===== src/hw/rtl/rtps_pkg.sv =====
// ----------------------------------------------------------------------------
// rtps_pkg: shared types and constants of the RTT path selector
// Field widths, command and register codes, reset values, slot control.
// ----------------------------------------------------------------------------
package rtps_pkg;

    localparam int CMD_W     = 3;
    localparam int IDX_W     = 2;
    localparam int ID_W      = 32;
    localparam int TIME_W    = 32;
    localparam int MARGIN_W  = 10;
    localparam int LOST_W    = 20;
    localparam int SUM_OUT_W = 23;
    localparam int CFG_IDX_W = 1;

    localparam logic [MARGIN_W-1:0] MARGIN_RESET = MARGIN_W'(20);
    localparam logic [LOST_W-1:0]   LOST_RESET   = LOST_W'(100000);

    typedef enum logic [CMD_W-1:0] {
        CMD_SELECT     = 3'd0,
        CMD_PONG       = 3'd1,
        CMD_ADD        = 3'd2,
        CMD_DELETE     = 3'd3,
        CMD_DISCONNECT = 3'd4,
        CMD_DATA       = 3'd5
    } t_cmd;

    typedef enum logic [CFG_IDX_W-1:0] {
        CFG_MARGIN = 1'b0,
        CFG_LOST   = 1'b1
    } t_cfg_reg;

    typedef struct packed {
        logic init;
        logic ping;
        logic pong;
        logic drop;
    } t_slot_ctrl;

endpackage


===== src/hw/rtl/rtps_slot.sv =====
// ----------------------------------------------------------------------------
// rtps_slot: one endpoint slot
// RTT window as a shift line (newest at entry 0), running sum, outstanding
// ping id and send stamp.
// ----------------------------------------------------------------------------
module rtps_slot #(
    parameter int WINDOW = 5,
    parameter int SUM_W  = 23
) (
    input  logic                         i_clk,
    input  logic                         i_rst_n,
    input  rtps_pkg::t_slot_ctrl         i_ctrl,
    input  logic [rtps_pkg::LOST_W-1:0]  i_lost_ms,
    input  logic [rtps_pkg::TIME_W-1:0]  i_now_ms,
    input  logic [rtps_pkg::ID_W-1:0]    i_pong_id,
    input  logic [rtps_pkg::ID_W-1:0]    i_ping_id,
    output logic                         o_valid,
    output logic [SUM_W-1:0]             o_sum
);
    import rtps_pkg::*;

    logic [LOST_W-1:0] r_win [WINDOW];
    logic [SUM_W-1:0]  r_sum;
    logic              r_valid;
    logic [ID_W-1:0]   r_id;
    logic [TIME_W-1:0] r_stamp;

    logic              pong_hit;
    logic [TIME_W-1:0] elapsed;
    logic [LOST_W-1:0] el_cap;

    assign pong_hit = i_ctrl.pong && r_valid && (i_pong_id != '0) && (i_pong_id == r_id);
    assign elapsed  = i_now_ms - r_stamp;
    assign el_cap   = (elapsed > TIME_W'(i_lost_ms)) ? i_lost_ms : elapsed[LOST_W-1:0];

    // window and sum: no reset, every entry is written by an add first
    always_ff @(posedge i_clk) begin
        if (i_ctrl.init) begin
            for (int k = 0; k < WINDOW; k++) begin
                r_win[k] <= i_lost_ms;
            end
            r_sum <= SUM_W'(i_lost_ms) * SUM_W'(WINDOW);
        end else if (i_ctrl.ping) begin
            // advance the window, drop the oldest entry
            r_win[0] <= i_lost_ms;
            for (int k = 1; k < WINDOW; k++) begin
                r_win[k] <= r_win[k-1];
            end
            r_sum <= r_sum - SUM_W'(r_win[WINDOW-1]) + SUM_W'(i_lost_ms);
        end else if (pong_hit) begin
            r_win[0] <= el_cap;
            r_sum    <= r_sum - SUM_W'(r_win[0]) + SUM_W'(el_cap);
        end
    end

    always_ff @(posedge i_clk) begin
        if (!i_rst_n) begin
            r_valid <= 1'b0;
            r_id    <= '0;
            r_stamp <= '0;
        end else if (i_ctrl.init) begin
            r_valid <= 1'b1;
            r_id    <= '0;
            r_stamp <= '0;
        end else if (i_ctrl.drop) begin
            r_valid <= 1'b0;
        end else if (i_ctrl.ping) begin
            r_id    <= i_ping_id;
            r_stamp <= i_now_ms;
        end else if (pong_hit) begin
            r_id    <= '0;
            r_stamp <= '0;
        end
    end

    assign o_valid = r_valid;
    assign o_sum   = r_sum;

endmodule


===== src/hw/rtl/rtps_min_tree.sv =====
// ----------------------------------------------------------------------------
// rtps_min_tree: lowest-sum search over the valid slots
// Binary comparator tree; on equal sums the lower index wins.
// ----------------------------------------------------------------------------
module rtps_min_tree #(
    parameter int ENDPOINTS = 4,
    parameter int SUM_W     = 23,
    parameter int IW        = 2
) (
    input  logic [ENDPOINTS-1:0] i_valid,
    input  logic [SUM_W-1:0]     i_sum [ENDPOINTS],
    output logic                 o_any,
    output logic                 o_multi,
    output logic [IW-1:0]        o_best,
    output logic [SUM_W-1:0]     o_best_sum
);
    localparam int NP    = 1 << $clog2(ENDPOINTS);
    localparam int NODES = 2 * NP - 1;

    logic             node_v [NODES];
    logic [IW-1:0]    node_i [NODES];
    logic [SUM_W-1:0] node_s [NODES];

    always_comb begin
        for (int k = 0; k < NP; k++) begin
            if (k < ENDPOINTS) begin
                node_v[NP-1+k] = i_valid[k];
                node_i[NP-1+k] = IW'(k);
                node_s[NP-1+k] = i_sum[k];
            end else begin
                node_v[NP-1+k] = 1'b0;
                node_i[NP-1+k] = '0;
                node_s[NP-1+k] = '0;
            end
        end
        for (int n = NP - 2; n >= 0; n--) begin
            // left child holds the lower indices: keep it on a tie
            if (node_v[2*n+1] && (!node_v[2*n+2] || node_s[2*n+1] <= node_s[2*n+2])) begin
                node_v[n] = 1'b1;
                node_i[n] = node_i[2*n+1];
                node_s[n] = node_s[2*n+1];
            end else begin
                node_v[n] = node_v[2*n+2];
                node_i[n] = node_i[2*n+2];
                node_s[n] = node_s[2*n+2];
            end
        end
    end

    assign o_any      = |i_valid;
    assign o_multi    = |(i_valid & (i_valid - ENDPOINTS'(1)));
    assign o_best     = node_i[0];
    assign o_best_sum = node_s[0];

endmodule


===== src/hw/rtl/rtt_path_selector.sv =====
// ----------------------------------------------------------------------------
// rtt_path_selector: RTT-based active path selection with hysteresis
//
// Request channel (i_in_valid / o_in_stall) carries a command, a slot index,
// a pong id and the current time in ms. A request is taken at a rising edge
// with i_in_valid high and o_in_stall low. Every request yields exactly one
// result on the result channel (o_out_valid / i_out_stall): the active path,
// its window sum, and the ping id if this request pinged the slots.
// Pipeline: request register, then one pass of logic into the state and the
// result register. Throughput: one request per cycle while the result is
// not stalled; the pass is the lowest-sum comparator tree over the slots
// followed by the hysteresis compare.
// Stall: a stalled result holds, together with the slot state that it shows;
// one more request waits in the request register, then o_in_stall rises.
// Reset (i_rst_n low, synchronous): all slots invalid, no active path,
// sequence counter zero, margin 20 ms, lost-ping value 100000 ms.
// Configuration (i_cfg_valid / o_cfg_ready, always ready): index 0 margin,
// index 1 lost-ping value; write only while no request is in flight.
// ----------------------------------------------------------------------------
module rtt_path_selector #(
    parameter int ENDPOINTS = 4,
    parameter int WINDOW    = 5
) (
    input  logic                             i_clk,
    input  logic                             i_rst_n,
    // request channel
    input  logic                             i_in_valid,
    output logic                             o_in_stall,
    input  logic [rtps_pkg::CMD_W-1:0]       i_command,
    input  logic [rtps_pkg::IDX_W-1:0]       i_endpoint_index,
    input  logic [rtps_pkg::ID_W-1:0]        i_pong_id,
    input  logic [rtps_pkg::TIME_W-1:0]      i_now_ms,
    // result channel
    output logic                             o_out_valid,
    input  logic                             i_out_stall,
    output logic                             o_active_valid,
    output logic [rtps_pkg::IDX_W-1:0]       o_active_index,
    output logic                             o_ping_issued,
    output logic [rtps_pkg::ID_W-1:0]        o_ping_id,
    output logic [rtps_pkg::SUM_OUT_W-1:0]   o_active_sum,
    // configuration
    input  logic                             i_cfg_valid,
    output logic                             o_cfg_ready,
    input  logic [rtps_pkg::CFG_IDX_W-1:0]   i_cfg_index,
    input  logic [rtps_pkg::LOST_W-1:0]      i_cfg_data
);
    import rtps_pkg::*;

    localparam int IW    = $clog2(ENDPOINTS);
    localparam int SUM_W = LOST_W + $clog2(WINDOW);
    localparam int THR_W = MARGIN_W + $clog2(WINDOW + 1);

    // configuration registers
    logic [MARGIN_W-1:0] r_margin;
    logic [LOST_W-1:0]   r_lost;

    // request register
    logic              r_p_valid;
    logic [CMD_W-1:0]  r_p_cmd;
    logic [IDX_W-1:0]  r_p_idx;
    logic [ID_W-1:0]   r_p_pid;
    logic [TIME_W-1:0] r_p_now;

    // result register and block state
    logic              r_o_valid;
    logic              r_o_ping;
    logic [ID_W-1:0]   r_o_id;
    logic              r_act_flag;
    logic [IW-1:0]     r_act_slot;
    logic [ID_W-1:0]   r_seq;

    logic              n_act_flag;
    logic [IW-1:0]     n_act_slot;
    logic [ID_W-1:0]   n_seq;

    logic              out_free;
    logic              fire;
    logic              in_take;

    logic [ENDPOINTS-1:0] slot_valid;
    logic [SUM_W-1:0]     slot_sum  [ENDPOINTS];
    t_slot_ctrl           slot_ctrl [ENDPOINTS];

    logic              any_valid;
    logic              multi_valid;
    logic [IW-1:0]     best;
    logic [SUM_W-1:0]  best_sum;

    logic              idx_ok;
    logic [IW-1:0]     sel;
    logic              sel_valid;
    logic              act_on_sel;
    logic              act_ok;
    logic [SUM_W-1:0]  diff;
    logic [THR_W-1:0]  thr;
    logic              do_ping;
    logic              do_add;
    logic              do_pong;
    logic              do_drop;

    // ---- handshake: request register and result register ----
    assign out_free    = !r_o_valid || !i_out_stall;
    assign fire        = r_p_valid && out_free;
    assign o_in_stall  = r_p_valid && !out_free;
    assign in_take     = i_in_valid && !o_in_stall;
    assign o_cfg_ready = 1'b1;

    always_ff @(posedge i_clk) begin
        if (!i_rst_n) begin
            r_p_valid <= 1'b0;
        end else if (in_take) begin
            r_p_valid <= 1'b1;
        end else if (fire) begin
            r_p_valid <= 1'b0;
        end
    end

    // hold the request payload until it is taken in
    always_ff @(posedge i_clk) begin
        if (in_take) begin
            r_p_cmd <= i_command;
            r_p_idx <= i_endpoint_index;
            r_p_pid <= i_pong_id;
            r_p_now <= i_now_ms;
        end
    end

    always_ff @(posedge i_clk) begin
        if (!i_rst_n) begin
            r_margin <= MARGIN_RESET;
            r_lost   <= LOST_RESET;
        end else if (i_cfg_valid) begin
            case (i_cfg_index)
                CFG_MARGIN: r_margin <= i_cfg_data[MARGIN_W-1:0];
                CFG_LOST:   r_lost   <= i_cfg_data;
                default:    r_margin <= r_margin;
            endcase
        end
    end

    // ---- slots and lowest-sum search ----
    for (genvar g = 0; g < ENDPOINTS; g++) begin : g_slot
        rtps_slot #(
            .WINDOW (WINDOW),
            .SUM_W  (SUM_W)
        ) u_slot (
            .i_clk     (i_clk),
            .i_rst_n   (i_rst_n),
            .i_ctrl    (slot_ctrl[g]),
            .i_lost_ms (r_lost),
            .i_now_ms  (r_p_now),
            .i_pong_id (r_p_pid),
            .i_ping_id (n_seq),
            .o_valid   (slot_valid[g]),
            .o_sum     (slot_sum[g])
        );
    end

    rtps_min_tree #(
        .ENDPOINTS (ENDPOINTS),
        .SUM_W     (SUM_W),
        .IW        (IW)
    ) u_min (
        .i_valid    (slot_valid),
        .i_sum      (slot_sum),
        .o_any      (any_valid),
        .o_multi    (multi_valid),
        .o_best     (best),
        .o_best_sum (best_sum)
    );

    // ---- decode ----
    assign idx_ok     = 32'(r_p_idx) < 32'(ENDPOINTS);
    assign sel        = IW'(r_p_idx);
    assign sel_valid  = idx_ok && slot_valid[sel];
    assign act_on_sel = idx_ok && r_act_flag && (r_act_slot == sel);
    assign act_ok     = r_act_flag && slot_valid[r_act_slot];
    // best is the minimum, so the difference never goes below zero
    assign diff       = slot_sum[r_act_slot] - best_sum;
    assign thr        = THR_W'(r_margin) * THR_W'(WINDOW);

    always_comb begin
        n_act_flag = r_act_flag;
        n_act_slot = r_act_slot;
        n_seq      = r_seq;
        do_ping    = 1'b0;
        do_add     = 1'b0;
        do_pong    = 1'b0;
        do_drop    = 1'b0;
        case (r_p_cmd)
            CMD_SELECT: begin
                if (any_valid && !multi_valid) begin
                    // a single valid slot: take it, no ping
                    n_act_flag = 1'b1;
                    n_act_slot = best;
                end else if (multi_valid) begin
                    if (!act_ok) begin
                        n_act_flag = 1'b1;
                        n_act_slot = best;
                    end else if (r_act_slot != best &&
                                 32'(diff) > 32'(thr)) begin
                        n_act_slot = best;
                    end
                    n_seq   = r_seq + ID_W'(1);
                    do_ping = 1'b1;
                end
            end
            CMD_PONG: begin
                do_pong = idx_ok;
            end
            CMD_ADD: begin
                do_add = idx_ok;
            end
            CMD_DELETE: begin
                if (sel_valid) begin
                    do_drop = 1'b1;
                    if (act_on_sel) begin
                        n_act_flag = 1'b0;
                        n_act_slot = '0;
                    end
                end
            end
            CMD_DISCONNECT: begin
                if (act_on_sel) begin
                    n_act_flag = 1'b0;
                    n_act_slot = '0;
                end
            end
            CMD_DATA: begin
                if (!r_act_flag && sel_valid) begin
                    n_act_flag = 1'b1;
                    n_act_slot = sel;
                end
            end
            default: begin
                n_act_flag = r_act_flag;
            end
        endcase
    end

    // gate every slot update with fire so a stalled result keeps its state
    always_comb begin
        for (int k = 0; k < ENDPOINTS; k++) begin
            slot_ctrl[k].init = fire && do_add  && (sel == IW'(k));
            slot_ctrl[k].pong = fire && do_pong && (sel == IW'(k));
            slot_ctrl[k].drop = fire && do_drop && (sel == IW'(k));
            slot_ctrl[k].ping = fire && do_ping && slot_valid[k];
        end
    end

    always_ff @(posedge i_clk) begin
        if (!i_rst_n) begin
            r_act_flag <= 1'b0;
            r_act_slot <= '0;
            r_seq      <= '0;
            r_o_valid  <= 1'b0;
        end else begin
            if (fire) begin
                r_act_flag <= n_act_flag;
                r_act_slot <= n_act_slot;
                r_seq      <= n_seq;
                r_o_valid  <= 1'b1;
            end else if (!i_out_stall) begin
                r_o_valid  <= 1'b0;
            end
        end
    end

    always_ff @(posedge i_clk) begin
        if (fire) begin
            r_o_ping <= do_ping;
            r_o_id   <= do_ping ? n_seq : '0;
        end
    end

    // ---- result fields ----
    // Slot state moves only when a new result is loaded, so the active fields
    // read straight from it always match the result on display.
    assign o_out_valid    = r_o_valid;
    assign o_active_valid = r_act_flag;
    assign o_active_index = r_act_flag ? IDX_W'(r_act_slot) : '0;
    assign o_active_sum   = r_act_flag ? SUM_OUT_W'(slot_sum[r_act_slot]) : '0;
    assign o_ping_issued  = r_o_ping;
    assign o_ping_id      = r_o_id;

endmodule


===== config.mk =====
export PLATFORM = sky130hd
export DESIGN_NAME = rtt_path_selector
export DESIGN_NICKNAME = d
export VERILOG_FILES = /design/src/hw/rtl/rtps_pkg.sv /design/src/hw/rtl/rtps_slot.sv /design/src/hw/rtl/rtps_min_tree.sv /design/src/hw/rtl/rtt_path_selector.sv
export SDC_FILE = /design/constraint.sdc
export NUM_CORES = 2
export LEC_CHECK = 0
export BUFFER_PORTS_ARGS = -buffer_cell sky130_fd_sc_hd__buf_4
export CAP_MARGIN = 5
export CORE_MARGIN = 5
export CORE_UTILIZATION = 55
export CTS_CLUSTER_DIAMETER = 120
export DETAILED_ROUTE_END_ITERATION = 6
export GPL_TIMING_DRIVEN = 0
export PLACE_DENSITY_LB_ADDON = 0.1
export SETUP_SLACK_MARGIN = 0.05
export SLEW_MARGIN = 20
export SYNTH_ARGS = -nofsm -noshare
export SYNTH_HDL_FRONTEND = slang
export SYNTH_SLANG_ARGS = --single-unit
export TNS_END_PERCENT = 30

===== constraint.sdc =====
create_clock -name i_clk -period 10.5 [get_ports i_clk]
set_clock_uncertainty 0.15 [all_clocks]
set_input_delay 0.525 -clock i_clk [delete_from_list [all_inputs] [get_ports i_clk]]
set_output_delay 0.525 -clock i_clk [all_outputs]
set_load 0.01 [all_outputs]

==> run summary <==
Final core occ: 62.4%
Detailed Route WL: 257000 µm
Initial antenna violation count: 29
Clock root cell: clkbuf_16
Final setup viols: 0
Synthesized Nets: 7910
Post-DP HPWL: 197000 µm
YS warnings: 0
Clock latency on the worst-skew pair: 0.75 ns
Drt drc: 0
Dpl cell area: 68600 µm²
Cts bufs inserted: 102
Cell taking the most area after synthesis: edfxtp_1
Critical path class: reg -> reg
EDFF count, synth: 594
CTS tree: done
CTS Sinks: 921
Leak pwr: 29.4 nW
Post-synth top area share: 27.5%
Minimum clock period after layout: 10.17 ns
Primary FF master, synth: edfxtp_1
Final Cycle Share: 96.8%
Die area: 125000 µm²
Routed len/inst: 28.2 µm
Vias: 57622
RSZ-0062 raised after global routing: true
Die H: 353 µm
Max Fanout on Critical Path: 10
Seq/Total Area, Yosys: 37.6%
Commonest cells after routing, fill and taps aside: nand2_1 (1083), edfxtp_1 (594), inv_1 (580)
Num ports: 157
Worst setup EP type: flip-flop
Final setup margin: 0.335 ns
Placed instance count: 8816
Pre-CTS setup slack: -1.17 ns
Final Instance Count excl. Fillers: 9136
Hold Crit Class: in -> reg
Rel. slew slack: 13.4%
Global-route usage over all layers: 40.0%
CP arrival: 10.59 ns
Layout cells sized above 1: 9.18%
Max Cap Viol: 0
Port bufs: 154
Mapped Cells: 7104
CP max-delay cell: xor2_1
Tot Pwr: 9.31 mW
First-pass GRT wire length: 365000 µm
Number of synthesized register bits: 921
Mean Syn Cell Area: 9.13 µm²
Clk buf depth: 3
Status: finished clean
Top cells by area, synth: edfxtp_1 (27%), ha_1 (10%), dfxtp_1 (10%)
H-tree depth: 3
Startpoint types: flip-flop
Power Density: 127 nW/µm²
Final instance area: 73300 µm²
Final Wtd Congestion: 1.04
Via density per instance: 6.31
Max-slew violation count: 0
Worst IR drop on VDD: 0.000147 V
Grt ovf: 0
NumNets Final: 8302
Crit path required time: 10.93 ns
DRT antenna net count: 0
Share of synthesized flip-flops with an asynchronous set or reset: 0%
# rows: 126
Pin count of the biggest net entering global routing: 71
CP max stage delay: 0.92 ns
Final Hold Viols: 0
Layout area overhead: 13.0%
Fmax: 98.4 MHz
Initial Util: 55.2%
Commonest non-fill, non-tap cell in the layout: nand2_1
Slew @ Worst Pin: 1.30 ns
Mapped cell area: 64900 µm²
Drt first-iter violations: 7527
Vias in the first global route: 53164
Router iterations before antenna repair: 6
CTS clk-pin slew, worst paths: 0.06 ns
Core Box Area: 118000 µm²
Unique masters post-synth: 92
Die Wd: 353 µm
where the power goes:
part	internal, mW	total [mW]	switching (mW)
clock network	2.08	3.68	1.61
logic	0.612	1.67	1.05
registers	3.90	3.96	0.0616
layout make-up:
cell class                 count  area (µm²)
clock inverter                41         423
clock buffer                 147        2940
tap                         1536        1920
antenna                       20        50.0
fill                       10174       44300
buffer                       315        1280
multi-input combinational   5274       37400
timing repair buffer         288        2690
sequential                   921       24400
inverter                     594        2240
synth_stat cells, drive strengths merged (56+ instances only):
master and count:
clkbuf 265, a22oi 56, nor2b 59, xor2 145
dfxtp 327, inv 593, and2 97, a21oi 514
nand2b 63, nor2 402, nor3 88, a31oi 88
nand3 275, ha 544, o21a 56, fa 167
a21o 111, nand4 85, mux2 153, nand2 1086
xnor2 296, edfxtp 594, mux2i 56, o21ai 343
final timing paths:
check	startpoint	depth (start not counted)	slack, ns	end
setup / recovery	r_p_now[0]	37	0.33	g_slot[1].u_slot.o_sum[22]
hold / removal	i_cfg_data[14]	3	0.08	r_lost[14]
setup reg to reg	r_p_now[0]	37	0.33	g_slot[1].u_slot.o_sum[22]
hold reg to reg	g_slot[0].u_slot.r_stamp[9]	2	0.32	g_slot[0].u_slot.r_stamp[9]
worst max-delay path: cells and delay by family, from the launching register on:
kind,cells,cell delay [ns]
mux,1,0.39
flops,1,0.41
simple gates,10,2.30
compound gates,14,2.97
xor+xnor,1,0.92
buf+inv,6,0.90
fa+ha+maj,5,1.93
metal layers:
metal	GRT usage, %	share of wire [%]	up-vias
met1	52.0	38	27626
li1	-	-	25813
met5	0	0.011	-
met2	60.7	43	3342
met4	24.7	7.5	4
met3	9.33	11	837
metrics by stage:
step / TNS, ns / hold WS (ns)
2_1_floorplan: 0 / 0.298
3_3_place_gp: -12.16 / 0.303
3_5_place_dp: -8.84 / 0.308
4_1_cts: 0 / 0.0130
5_1_grt: -0.0448 / 0.0603
6_report: 0 / 0.0842
sequential cells by signal, indices dropped and copies added, names as in the netlist, 2 cells and up:
name and count:
r_p_now 32, r_p_pid 32, r_p_idx 2, r_act_slot 2, r_margin 10, g_slot.u_slot.r_stamp 128
g_slot.u_slot.o_valid 4, g_slot.u_slot.r_win 400, r_seq 32, g_slot.u_slot.o_sum 92, o_ping_id 32, r_lost 20
r_p_cmd 3, g_slot.u_slot.r_id 128
cell families (layout without fill, tap and decap cells):
| family | Yosys count | after routing | synth area share, % |
|---|---|---|---|
| and+or+nand+nor | 2359 | 2359 | 16.5 |
| xor gates and xnor gates | 441 | 441 | 5.96 |
| DFF | 921 | 921 | 37.6 |
| other | 1 | 21 | 0.00578 |
| muxes | 234 | 234 | 4.39 |
| buffers and inverters | 909 | 1385 | 5.35 |
| adders and majority gates | 712 | 712 | 15.7 |
| AOI/OAI and AO/OA | 1527 | 1527 | 14.5 |
what timing repair did:
item	CTS	global route
hold buffers	89	0
setup buffers	2	20
pin swaps	1	5
resized for setup	17	29
hold endpoints to repair	99	0
setup endpoints to repair	28	32
Note: power is estimated with default switching activity, not from simulation.
